File: config.mk
export PLATFORM = sky130hd
export DESIGN_NAME = irq_round_robin_distributor
export DESIGN_NICKNAME = d
export VERILOG_FILES = /design/src/design/irqrr_pkg.sv /design/src/design/irqrr_ram.sv /design/src/design/irqrr_pick.sv /design/src/design/irq_round_robin_distributor.sv
export VERILOG_INCLUDE_DIRS = /design/src /design/src/design
export SDC_FILE = /design/constraint.sdc
export NUM_CORES = 1
export LEC_CHECK = 0
export CORE_ASPECT_RATIO = 1.5
export CORE_UTILIZATION = 54
export CTS_BUF_LIST = sky130_fd_sc_hd__clkbuf_8
export CTS_CLUSTER_SIZE = 25
export DETAILED_ROUTE_END_ITERATION = 10
export DONT_BUFFER_PORTS = 1
export PLACE_DENSITY_LB_ADDON = 0.12
export REMOVE_ABC_BUFFERS = 1
export SLEW_MARGIN = 20
export SYNTH_ARGS = -nofsm -noshare
export SYNTH_HDL_FRONTEND = slang
export SYNTH_HIERARCHICAL = 1
export SYNTH_SLANG_ARGS = --single-unit
File: constraint.sdc
create_clock -name clk_i -period 5.1 [get_ports clk_i]
set_clock_uncertainty 0.15 [all_clocks]
set_input_delay 1.02 -clock clk_i [delete_from_list [all_inputs] [get_ports clk_i]]
set_output_delay 1.02 -clock clk_i [all_outputs]
set_load 0.03 [all_outputs]
File: src/design/irq_round_robin_distributor_defines.svh
// ----------------------------------------------------------------------------
// irq_round_robin_distributor_defines
// Assertion macros shared by the interrupt distributor RTL.
// ----------------------------------------------------------------------------
`ifndef IRQ_ROUND_ROBIN_DISTRIBUTOR_DEFINES_SVH
`define IRQ_ROUND_ROBIN_DISTRIBUTOR_DEFINES_SVH

// Property that must hold at every clock edge outside reset.
`define IRQRR_ASSERT(name, clk, rst_n, prop, msg) \
  name: assert property (@(posedge clk) disable iff (!rst_n) (prop)) else $error(msg);

// Condition that must never be true outside reset.
`define IRQRR_NEVER(name, clk, rst_n, cond, msg) \
  name: assert property (@(posedge clk) disable iff (!rst_n) !(cond)) else $error(msg);

`endif

File: src/design/irqrr_pkg.sv
// ----------------------------------------------------------------------------
// irqrr_pkg
// Types, codes and helper functions of the interrupt distributor.
// ----------------------------------------------------------------------------
`timescale 1ns / 1ps

package irqrr_pkg;

  localparam int MaskW  = 16;  // width of a CPU or line bit vector
  localparam int IdxW   = 4;   // width of a line or CPU number
  localparam int KindW  = 2;
  localparam int CfgIdxW = 2;

  // Result kinds
  localparam logic [KindW-1:0] KIND_LOCAL   = 2'd0;
  localparam logic [KindW-1:0] KIND_IPI     = 2'd1;
  localparam logic [KindW-1:0] KIND_AFF_OK  = 2'd2;
  localparam logic [KindW-1:0] KIND_AFF_REJ = 2'd3;

  // Commands
  localparam logic CMD_DISPATCH = 1'b0;
  localparam logic CMD_AFFINITY = 1'b1;

  // Configuration register indexes
  localparam logic [CfgIdxW-1:0] REG_LOCAL_MASK    = 2'd0;
  localparam logic [CfgIdxW-1:0] REG_SERVICED_MASK = 2'd1;
  localparam logic [CfgIdxW-1:0] REG_ACTIVE_CPUS   = 2'd2;
  localparam logic [CfgIdxW-1:0] REG_PACKAGE0_CPUS = 2'd3;

  // Reset values of the configuration registers
  localparam logic [MaskW-1:0] LOCAL_MASK_RST    = 16'd4487;
  localparam logic [MaskW-1:0] SERVICED_MASK_RST = 16'd53755;
  localparam logic [MaskW-1:0] ACTIVE_CPUS_RST   = 16'd65535;
  localparam logic [MaskW-1:0] PACKAGE0_CPUS_RST = 16'd15;

  // Outcome of the CPU selection for one line
  typedef struct packed {
    logic [KindW-1:0] kind;
    logic [IdxW-1:0]  cpu;
    logic             wr_last;  // store cpu as the line's last CPU
  } pick_t;

  // Number of the lowest set bit, zero when none is set.
  function automatic logic [IdxW-1:0] lowest_bit(input logic [MaskW-1:0] m);
    logic [IdxW-1:0] r;
    r = '0;
    for (int i = MaskW - 1; i >= 0; i--) begin
      if (m[i]) begin
        r = IdxW'(i);
      end
    end
    return r;
  endfunction

  // Bits strictly above position n.
  function automatic logic [MaskW-1:0] above_mask(input logic [IdxW-1:0] n);
    logic [MaskW-1:0] r;
    for (int i = 0; i < MaskW; i++) begin
      r[i] = (IdxW'(i) > n);
    end
    return r;
  endfunction

endpackage

File: src/design/irqrr_ram.sv
// ----------------------------------------------------------------------------
// irqrr_ram
// Generic single-write, single-read RAM with registered read data.
// ----------------------------------------------------------------------------
`timescale 1ns / 1ps

module irqrr_ram #(
  parameter int Width = 16,
  parameter int Depth = 16
) (
  input  logic                     clk_i,
  input  logic                     we_i,
  input  logic [$clog2(Depth)-1:0] waddr_i,
  input  logic [Width-1:0]         wdata_i,
  input  logic                     re_i,
  input  logic [$clog2(Depth)-1:0] raddr_i,
  output logic [Width-1:0]         rdata_o
);

  logic [Width-1:0] mem_q [Depth];
  logic [Width-1:0] rdata_q;

  always_ff @(posedge clk_i) begin
    if (we_i) begin
      mem_q[waddr_i] <= wdata_i;
    end
    if (re_i) begin
      rdata_q <= mem_q[raddr_i];
    end
  end

  assign rdata_o = rdata_q;

endmodule

File: src/design/irqrr_pick.sv
// ----------------------------------------------------------------------------
// irqrr_pick
// Round-robin CPU selection for one interrupt line.
// ----------------------------------------------------------------------------
`timescale 1ns / 1ps

module irqrr_pick (
  input  logic [irqrr_pkg::MaskW-1:0] aff_raw_i,    // stored affinity
  input  logic                        aff_valid_i,  // entry written since reset
  input  logic [irqrr_pkg::IdxW-1:0]  last_raw_i,   // stored last CPU
  input  logic                        last_valid_i, // last CPU exists
  input  logic                        is_local_i,
  input  logic [irqrr_pkg::MaskW-1:0] avail_i,      // active CPUs that exist
  output irqrr_pkg::pick_t            pick_o
);

  logic [irqrr_pkg::MaskW-1:0] aff;
  logic [irqrr_pkg::MaskW-1:0] after;
  logic [irqrr_pkg::IdxW-1:0]  cpu;

  always_comb begin
    aff   = (aff_valid_i ? aff_raw_i : '1) & avail_i;
    after = last_valid_i ? (aff & irqrr_pkg::above_mask(last_raw_i)) : aff;
    cpu   = irqrr_pkg::lowest_bit((after != '0) ? after : aff);

    if (is_local_i || (aff == '0)) begin
      pick_o.kind    = irqrr_pkg::KIND_LOCAL;
      pick_o.cpu     = '0;
      pick_o.wr_last = 1'b0;
    end else begin
      pick_o.kind    = (cpu == '0) ? irqrr_pkg::KIND_LOCAL : irqrr_pkg::KIND_IPI;
      pick_o.cpu     = cpu;
      pick_o.wr_last = 1'b1;
    end
  end

endmodule

File: src/design/irq_round_robin_distributor.sv
// An affinity request answers in the cycle after accept; busy_o stays low.
// A dispatch request scans every line once, one line a cycle through the table RAM
// read ports, with busy_o high; pending lines report via the RAM and result registers.
// Throughput: one affinity request a cycle while busy_o is low, one dispatch per scan
// (lines capped at 16). Results are one-cycle strobes; the receiver cannot stall them.
// Reset loads the register defaults and clears the per-entry valid bits; no clearing pass.
// ----------------------------------------------------------------------------
// irq_round_robin_distributor
// Interrupt distributor: affinity table updates and round-robin dispatch of a
// pending vector to the affine active CPUs.
// ----------------------------------------------------------------------------
`timescale 1ns / 1ps
`include "irq_round_robin_distributor_defines.svh"

module irq_round_robin_distributor #(
  parameter int NUM_CPUS = 16,
  parameter int NUM_IRQS = 16
) (
  input  logic                          clk_i,
  input  logic                          rst_ni,
  // request channel
  input  logic                          start_i,
  output logic                          busy_o,
  input  logic                          command_i,
  input  logic [irqrr_pkg::MaskW-1:0]   pending_i,
  input  logic [irqrr_pkg::IdxW-1:0]    irq_index_i,
  input  logic [irqrr_pkg::MaskW-1:0]   cpu_set_i,
  // configuration write channel
  input  logic                          cfg_valid_i,
  output logic                          cfg_ready_o,
  input  logic [irqrr_pkg::CfgIdxW-1:0] cfg_index_i,
  input  logic [irqrr_pkg::MaskW-1:0]   cfg_data_i,
  // results
  output logic                          result_valid_o,
  output logic [irqrr_pkg::KindW-1:0]   kind_o,
  output logic [irqrr_pkg::IdxW-1:0]    irq_out_o,
  output logic [irqrr_pkg::IdxW-1:0]    target_cpu_o,
  output logic                          last_o
);

  // Only the first 16 lines and CPUs fit the fixed-width fields.
  localparam int NumLines = (NUM_IRQS < irqrr_pkg::MaskW) ? NUM_IRQS : irqrr_pkg::MaskW;
  localparam int NumCpus  = (NUM_CPUS < irqrr_pkg::MaskW) ? NUM_CPUS : irqrr_pkg::MaskW;
  localparam int AddrW    = $clog2(NumLines);
  localparam logic [irqrr_pkg::MaskW-1:0] CpuExist =
    irqrr_pkg::MaskW'((17'd1 << NumCpus) - 17'd1);

  localparam logic ST_IDLE = 1'b0;
  localparam logic ST_SCAN = 1'b1;

  // --------------------------------------------------------------------------
  // Configuration registers: always ready; write only while idle (the block does not enforce it).
  // --------------------------------------------------------------------------
  logic [irqrr_pkg::MaskW-1:0] local_q, serviced_q, active_q, pkg0_q;

  assign cfg_ready_o = 1'b1;

  always_ff @(posedge clk_i or negedge rst_ni) begin
    if (!rst_ni) begin
      local_q    <= irqrr_pkg::LOCAL_MASK_RST;
      serviced_q <= irqrr_pkg::SERVICED_MASK_RST;
      active_q   <= irqrr_pkg::ACTIVE_CPUS_RST;
      pkg0_q     <= irqrr_pkg::PACKAGE0_CPUS_RST;
    end else if (cfg_valid_i && cfg_ready_o) begin
      case (cfg_index_i)
        irqrr_pkg::REG_LOCAL_MASK:    local_q    <= cfg_data_i;
        irqrr_pkg::REG_SERVICED_MASK: serviced_q <= cfg_data_i;
        irqrr_pkg::REG_ACTIVE_CPUS:   active_q   <= cfg_data_i;
        irqrr_pkg::REG_PACKAGE0_CPUS: pkg0_q     <= cfg_data_i;
        default: ;
      endcase
    end
  end

  // --------------------------------------------------------------------------
  // Request decode
  // --------------------------------------------------------------------------
  logic                        accept;
  logic                        aff_cmd;
  logic                        dsp_cmd;
  logic [irqrr_pkg::MaskW-1:0] aff_new;
  logic                        aff_in_range;
  logic                        aff_store;
  logic [AddrW-1:0]            aff_addr;

  assign accept       = start_i && !busy_o;
  assign aff_cmd      = accept && (command_i == irqrr_pkg::CMD_AFFINITY);
  assign dsp_cmd      = accept && (command_i == irqrr_pkg::CMD_DISPATCH);
  // Restrict the request to package-zero CPUs that exist.
  assign aff_new      = cpu_set_i & pkg0_q & CpuExist;
  assign aff_in_range = (32'(irq_index_i) < NumLines);
  assign aff_store    = aff_cmd && aff_in_range && (aff_new != '0);
  assign aff_addr     = irq_index_i[AddrW-1:0];

  // --------------------------------------------------------------------------
  // Scan sequencer: issue one RAM read per line, in ascending order.
  // --------------------------------------------------------------------------
  logic             state_q, state_d;
  logic [AddrW-1:0] scan_q, scan_d;
  logic [NumLines-1:0] pend_q;
  logic             scan_end;

  assign scan_end = (scan_q == AddrW'(NumLines - 1));

  always_comb begin
    state_d = state_q;
    scan_d  = scan_q;
    case (state_q)
      ST_IDLE: begin
        if (dsp_cmd) begin
          state_d = ST_SCAN;
          scan_d  = '0;
        end
      end
      ST_SCAN: begin
        scan_d = scan_q + AddrW'(1);
        if (scan_end) begin
          state_d = ST_IDLE;
        end
      end
      default: state_d = ST_IDLE;
    endcase
  end

  always_ff @(posedge clk_i or negedge rst_ni) begin
    if (!rst_ni) begin
      state_q <= ST_IDLE;
      scan_q  <= '0;
    end else begin
      state_q <= state_d;
      scan_q  <= scan_d;
    end
  end

  // Latch the serviced pending lines of the vector; lines beyond the table drop.
  always_ff @(posedge clk_i) begin
    if (dsp_cmd) begin
      pend_q <= pending_i[NumLines-1:0] & serviced_q[NumLines-1:0];
    end
  end

  // --------------------------------------------------------------------------
  // Table RAMs. Valid bits stand for the reset contents: an unwritten
  // affinity reads as all ones, an unwritten last CPU as none.
  // --------------------------------------------------------------------------
  logic                        rd_en;
  logic [irqrr_pkg::MaskW-1:0] aff_rdata;
  logic [irqrr_pkg::IdxW-1:0]  last_rdata;
  logic [NumLines-1:0]         aff_vld_q;
  logic [NumLines-1:0]         last_vld_q;

  logic                        s1_act_q;   // read data of line s1_line_q arrives
  logic                        s1_vld_q;   // and that line is pending
  logic [AddrW-1:0]            s1_line_q;
  irqrr_pkg::pick_t            pick;
  logic                        last_we;

  assign rd_en   = (state_q == ST_SCAN);
  assign last_we = s1_vld_q && pick.wr_last;

  irqrr_ram #(
    .Width (irqrr_pkg::MaskW),
    .Depth (NumLines)
  ) u_aff_ram (
    .clk_i   (clk_i),
    .we_i    (aff_store),
    .waddr_i (aff_addr),
    .wdata_i (aff_new),
    .re_i    (rd_en),
    .raddr_i (scan_q),
    .rdata_o (aff_rdata)
  );

  // Each line is visited once per scan and written in the cycle after its read,
  // so the write never overlaps a read of the same entry.
  irqrr_ram #(
    .Width (irqrr_pkg::IdxW),
    .Depth (NumLines)
  ) u_last_ram (
    .clk_i   (clk_i),
    .we_i    (last_we),
    .waddr_i (s1_line_q),
    .wdata_i (pick.cpu),
    .re_i    (rd_en),
    .raddr_i (scan_q),
    .rdata_o (last_rdata)
  );

  always_ff @(posedge clk_i or negedge rst_ni) begin
    if (!rst_ni) begin
      aff_vld_q  <= '0;
      last_vld_q <= '0;
    end else begin
      if (aff_store) begin
        aff_vld_q[aff_addr] <= 1'b1;
      end
      if (last_we) begin
        last_vld_q[s1_line_q] <= 1'b1;
      end
    end
  end

  // --------------------------------------------------------------------------
  // Select stage: runs on the registered RAM data.
  // --------------------------------------------------------------------------
  logic [NumLines-1:0] local_lines;
  logic [NumLines-1:0] higher;
  logic                final_line;

  assign local_lines = local_q[NumLines-1:0];

  irqrr_pick u_pick (
    .aff_raw_i    (aff_rdata),
    .aff_valid_i  (aff_vld_q[s1_line_q]),
    .last_raw_i   (last_rdata),
    .last_valid_i (last_vld_q[s1_line_q]),
    .is_local_i   (local_lines[s1_line_q]),
    .avail_i      (active_q & CpuExist),
    .pick_o       (pick)
  );

  // Final result when no pending line lies above this one.
  always_comb begin
    for (int i = 0; i < NumLines; i++) begin
      higher[i] = (AddrW'(i) > s1_line_q);
    end
  end
  assign final_line = ((pend_q & higher) == '0);

  always_ff @(posedge clk_i or negedge rst_ni) begin
    if (!rst_ni) begin
      s1_act_q <= 1'b0;
      s1_vld_q <= 1'b0;
    end else begin
      s1_act_q <= rd_en;
      s1_vld_q <= rd_en && pend_q[scan_q];
    end
  end

  always_ff @(posedge clk_i) begin
    if (rd_en) begin
      s1_line_q <= scan_q;
    end
  end

  assign busy_o = (state_q == ST_SCAN) || s1_act_q;

  // --------------------------------------------------------------------------
  // Result register: affinity answers and dispatch results never coincide,
  // since an affinity request is only taken while no scan is in flight.
  // --------------------------------------------------------------------------
  logic                        res_vld_q;
  logic [irqrr_pkg::KindW-1:0] kind_q;
  logic [irqrr_pkg::IdxW-1:0]  irq_q;
  logic [irqrr_pkg::IdxW-1:0]  cpu_q;
  logic                        last_q;

  always_ff @(posedge clk_i or negedge rst_ni) begin
    if (!rst_ni) begin
      res_vld_q <= 1'b0;
    end else begin
      res_vld_q <= aff_cmd || s1_vld_q;
    end
  end

  always_ff @(posedge clk_i) begin
    if (aff_cmd) begin
      kind_q <= aff_store ? irqrr_pkg::KIND_AFF_OK : irqrr_pkg::KIND_AFF_REJ;
      irq_q  <= irq_index_i;
      cpu_q  <= '0;
      last_q <= 1'b1;
    end else if (s1_vld_q) begin
      kind_q <= pick.kind;
      irq_q  <= irqrr_pkg::IdxW'(s1_line_q);
      cpu_q  <= pick.cpu;
      last_q <= final_line;
    end
  end

  assign result_valid_o = res_vld_q;
  assign kind_o         = kind_q;
  assign irq_out_o      = irq_q;
  assign target_cpu_o   = cpu_q;
  assign last_o         = last_q;

  // --------------------------------------------------------------------------
  // Assertions
  // --------------------------------------------------------------------------
  `IRQRR_ASSERT(a_aff_answer, clk_i, rst_ni,
    aff_cmd |=> (result_valid_o && last_o &&
                 (kind_o == irqrr_pkg::KIND_AFF_OK || kind_o == irqrr_pkg::KIND_AFF_REJ)),
    "affinity request did not answer in the next cycle")
  `IRQRR_ASSERT(a_no_stray_result, clk_i, rst_ni,
    result_valid_o |-> ($past(accept) || $past(s1_vld_q)),
    "result without a request or a scanned line")
  `IRQRR_NEVER(a_accept_in_scan, clk_i, rst_ni,
    accept && (state_q == ST_SCAN || s1_act_q),
    "request taken while a scan is in flight")
  `IRQRR_ASSERT(a_ipi_not_cpu0, clk_i, rst_ni,
    (s1_vld_q && pick.kind == irqrr_pkg::KIND_IPI) |=> (target_cpu_o != '0),
    "IPI sent to the local core")

endmodule
; ---- Yosys cells after proc, flatten, opt, wreduce, memory -nomap -nowiden
; Memory sizes are Yosys's and may differ from the RTL's. A register that Yosys moved wholly into a read port is not among the register bits.
; Cells that the tools add are included.
[word_totals]
register_bits = 135
latchBits = 0
ram_bits = 320
rom_bits = 0
in_bits = 59
output_inout_bits = 14
word_cells = 141
memories = 2
[op_classes]
add_sub_neg = 1
n_mul = 0
div_mod_pow = 0
n_lt_le_gt_ge = 37
eq_ne = 5
n_shift = 0
n_mux = 47
bitwise = 9
reduce_logical = 23
[mem_list]
columns = memory, depth, width, rd, rd_clocked_by_memory_dff, write_ports, line
row1 = u_aff_ram.mem_q, 16, 16, 1, 1, 1, irqrr_ram.sv:20  ; logic [Width-1:0] mem_q [Depth];
row2 = u_last_ram.mem_q, 16, 4, 1, 1, 1, irqrr_ram.sv:20
[ops]
columns = cell, n
row1 = bitwise AND 16 bit, 5
row2 = two-way mux 4 bit, 19
row3 = "greater-than comparator 4 bit, first input constant", 16
row4 = two-way mux 16 bit, 3
row5 = "greater-than comparator 3 x 4 -> 1 bit, first input constant", 8
row6 = zero test 16 bit, 2
row7 = bitwise OR 16 bit, 2
row8 = nonzero test 16 bit, 2
row9 = binary-select mux 1 bit (select 4 bit), 4
row10 = "greater-than comparator 1 x 4 -> 1 bit, first input constant", 4
row11 = "greater-than comparator 2 x 4 -> 1 bit, first input constant", 4
row12 = "< comparator 4 x 5 -> 1 bit, second input constant", 3
row13 = two-way mux 1 bit, 14
row14 = demux 1 bit (select 4 bit), 2
row15 = ">= comparator 4 x 1 -> 1 bit, second input constant", 2
row16 = logical AND 1 bit, 8
row17 = case mux 4 bit (2 select lines), 1
row18 = AND reduction 2 bit, 4
row19 = two-way mux 7 bit, 1
row20 = "adder 4 x 1 -> 4 bit, second input constant", 1
row21 = "equality test 2 bit, second input constant", 2
row22 = "equality test 4 bit, second input constant", 1
row23 = zero test 4 bit, 1
row24 = two-way mux 2 bit, 2
row25 = other kinds (8), 11

; ---- Logic depth before layout (Yosys ltp)
[logic_depth]
word_depth = 30
mapped_depth = 19
depth_no_buf = 13

; ---- Hierarchy
; The synthesis kept the hierarchy.
[by_module_without_submodules]
columns = mod, instances, cells_per_inst, area_each_um2, seq_area_each_um2
row1 = irqrr_ram at u_aff_ram, 1, 432, 10202.3, 8167.8
row2 = irq_round_robin_distributor, 1, 399, 5861.9, 3529.6
row3 = irqrr_ram at u_last_ram, 1, 130, 2706.3, 2042.0
row4 = irqrr_pick, 1, 152, 934.6, 0.0

; ---- Least setup slack after synthesis
; Ideal clock, no wire load.
[synth_timing]
path_type = reg2reg
start = reg s1_line_q[0]
end = mem u_last_ram/mem_q[0][0] in the netlist's numbering (data pin)
setup_ns = 0.351
arrival_time_ns = 4.319
required_ns = 4.599
slack_ns = 0.280
stages_incl_launch_ff = 18
path_buffers = 6
period_less_slack_ns = 4.820
path_cell_list = edfxtp_1 buf_2 buf_2 mux4_2 mux4_2 buf_6 inv_4 buf_6 o2111ai_2 o221ai_2 or4_1 or3_1 buf_2 buf_6 a31oi_4 a31oi_1 o211a_1 o31ai_1
[synth_rtl]
columns = item, line
row1 = start: declaration, irq_round_robin_distributor.sv:154  ; logic [AddrW-1:0] s1_line_q;
row2 = start signal: assignment, irq_round_robin_distributor.sv:242  ; s1_line_q <= scan_q;
row3 = end: declaration, irqrr_ram.sv:20

==> flow_summary.yaml <==
status:
  status: "complete, no violations"
logic_synthesis:
  ys.flop_type: "edfxtp_1"
  synth_edf_count: 366
  avgSynthCellArea_um2: 17.70
  synthCells: 1113
  synth_seq_cells: 475
  async_flop_share_pct: 21.89
  yosysWarnings: 6
  yosysUniqueCellTypes: 77
  synth.yosys.seq_area_share_pct: 69.73
  synth_area_mm2: 0.01971
sta:
  rsz0062_at_grt: "no"
  period_minus_slack_ps: 4765
  period_share_pct: 93.43
  tns_ps: 0
  max_freq_ghz: 0.2099
  final-setup-viol-count: 0
  finalHoldViolCount: 0
  tightest_slew_ps: 1035
  drv_slew: 0
  max_slew_margin_pct: 30.12
critical_path:
  arrival_ps: 5110
  worstSetupPathType: "register to register"
  cp_data_required_time_ps: 5450
  end_kind: "register"
  path_max_fanout: 24
  start_kind: "register"
drt:
  drc_errors: 0
  drt-total-wl_um: 49180
  drt-initial-drc-count: 960
  via_count: 10730
  via_per_inst: 6.246
  drt_first_pass_iters: 5
  ant_nets: 0
  routedWlPerCell_um: 28.63
run:
  drv_cap: 0
cts:
  tritoncts: "done"
  clk_pin_slew_worst_paths_ps: 70
  clockBufferDepth: 3
  clk-insertion-delay-late_ps: 620
  cts-root-buf: "clkbuf_8"
  htree_levels: 3
  postCtsSetupBuffers: 0
  cts_buffers: 73
  cts_sinks: 475
floorplan:
  dieWidth_um: 158.0
  rows: 85
  core_area_mm2: 0.03595
  die_area_mm2: 0.03727
  die_h_um: 236.0
  initial_core_util_pct: 54.82
  io_pins: 73
finish:
  drive_above_1_share_pct: 28.25
  area_delta_synth_final_pct: 10.67
  fin_nets: 1242
  fin_area_mm2: 0.02181
  layout_commonest_cell: "edfxtp_1"
  largest_register_ffs: 256
  fill_cells: 2792
  top_register: "u_aff_ram/mem_q"
  layout_common_cells: "edfxtp_1, clkbuf_8, mux4_2"
  reg_top3: "u_aff_ram/mem_q x256, u_last_ram/mem_q x64"
grt:
  overflow: 0
  antenna_found_initial: 3
  grtUsageTotal_pct: 27.54
  grt_max_degree: 68
  grt_pass1_vias: 11140
  grt_pass1_wl_um: 71500
pwr:
  total_power_w: 0.01191
  ir_drop_uv: 281.0
  swShare_pct: 33.21
  p_clk_share_pct: 24.4
  intPower_w: 0.007954
  power_frac_seq_pct: 46.1
  comb_power_share_pct: 29.4
  power.leakage_nw: 7.687
  power_switching_w: 0.003955
  powerDensity_mw_per_mm2: 546.1
place:
  routabilityCongestion: 0.9019
  placed_area_mm2: 0.02043
  dpl.hpwl_um: 31870
  port_buffers: 0
worst_hold_path:
  min_path_type: "primary input to asynchronous set/reset pin"
final timing paths:
| check | from | to | slack, ps | cells after the start |
|---|---|---|---|---|
| setup / recovery | s1_line_q[0] | target_cpu_o[1] | 330 | 14 |
| hold / removal | rst_ni | serviced_q[6] | 130 | 0 |
| setup reg to reg | s1_line_q[0] | target_cpu_o[1] | 330 | 14 |
| hold reg to reg | last_vld_q[2] | last_vld_q[2] | 310 | 2 |
| max in group asynchronous | rst_ni | scan_q[1] | 4310 | 1 |
| min in group clk_i | last_vld_q[2] | last_vld_q[2] | 310 | 2 |
logic make-up after synthesis:
group / share of synthesized area, %
simple gates: 6.293
compound gates: 5.893
fa+ha+maj: 0.1143
flops: 69.73
mux: 15.97
buf+inv: 1.924
other cells: 0.03811
xor+xnor: 0.04446
layer usage:
metal	share of wire (%)	up-vias	GRT usage [%]
met1	36	5686	31.18
met3	4.4	102	4.317
met2	55	312	50.19
met4	3.9	2	12.73
li1	-	4629	-
met5	0.035	-	0
power groups by stage:
stage	combinational [W]	clock (W)	sequential (W)
after floorplan	0.00226	0	0.00559
after global placement	0.00348	0	0.00558
after detailed placement	0.00351	0	0.00558
after CTS	0.00353	0.00298	0.00550
after global routing	0.00379	0.00312	0.00555
final	0.00351	0.00291	0.00549
metrics by stage:
step | hold WS (ps) | utilization (%) | std cells | setup slack (ps)
finish | 128.6 | 60.67 | 1718 | 334.9
detailed placement | 300.1 | 56.83 | 1584 | 179.0
CTS | 73.86 | 60.65 | 1717 | 149.0
global placement | 294.3 | 56.80 | 1584 | 237.3
global route | 92.27 | 60.66 | 1717 | 23.35
floorplan | 272.7 | - | 1062 | 19.96
timing repair:
item	4_1_cts	5_1_grt
hold buffers	1	0
endpoints found under the setup margin	0	34
resized for setup	0	2
endpoints found under the hold margin	67	0
critical path, stage by stage, from the launching register on:
cell	delay (ps)
edfxtp_1	530
buf_12	230
mux4_2	350
mux4_2	380
nand2_1	160
nor2_1	320
o221ai_2	130
or4_1	490
or3_1	560
a21oi_1	410
nand2b_1	180
nor3_1	60
o31a_2	460
mux2i_1	170
nor2_1	50
cell usage after synthesis, drive strengths merged (6+ instances only):
cell type    n  area, um^2
and2        37       234.0
nor2        48       180.2
o21ai       31       155.2
mux2        67       754.5
nand2b      13       81.33
a31oi        6       52.55
nand3       19       95.09
nor3        13       65.06
edfxtp     366       10990
nor2b       13       81.33
a31o        12       105.1
dfstp       37       972.2
clkbuf      21       78.83
mux4       100        2342
dfrtp       67        1677
inv         15       58.81
a41o         9       90.09
buf         30       237.7
a21oi        9       45.04
o21bai      12       90.09
a22oi       44       330.3
nand3b       7       52.55
nand2       59       221.5
cell type report:
type	instances	area, um^2	area share [%]
tap	478	598.1	2.742
inverter	16	62.56	0.2869
clock inverter	50	220.2	1.010
multi-input combinational	571	5654	25.93
antenna	1	2.502	0.01147
timing repair buffer	45	395.4	1.813
clock buffer	82	1129	5.175
sequential	475	13750	63.03
(Power assumes the default switching activity.)
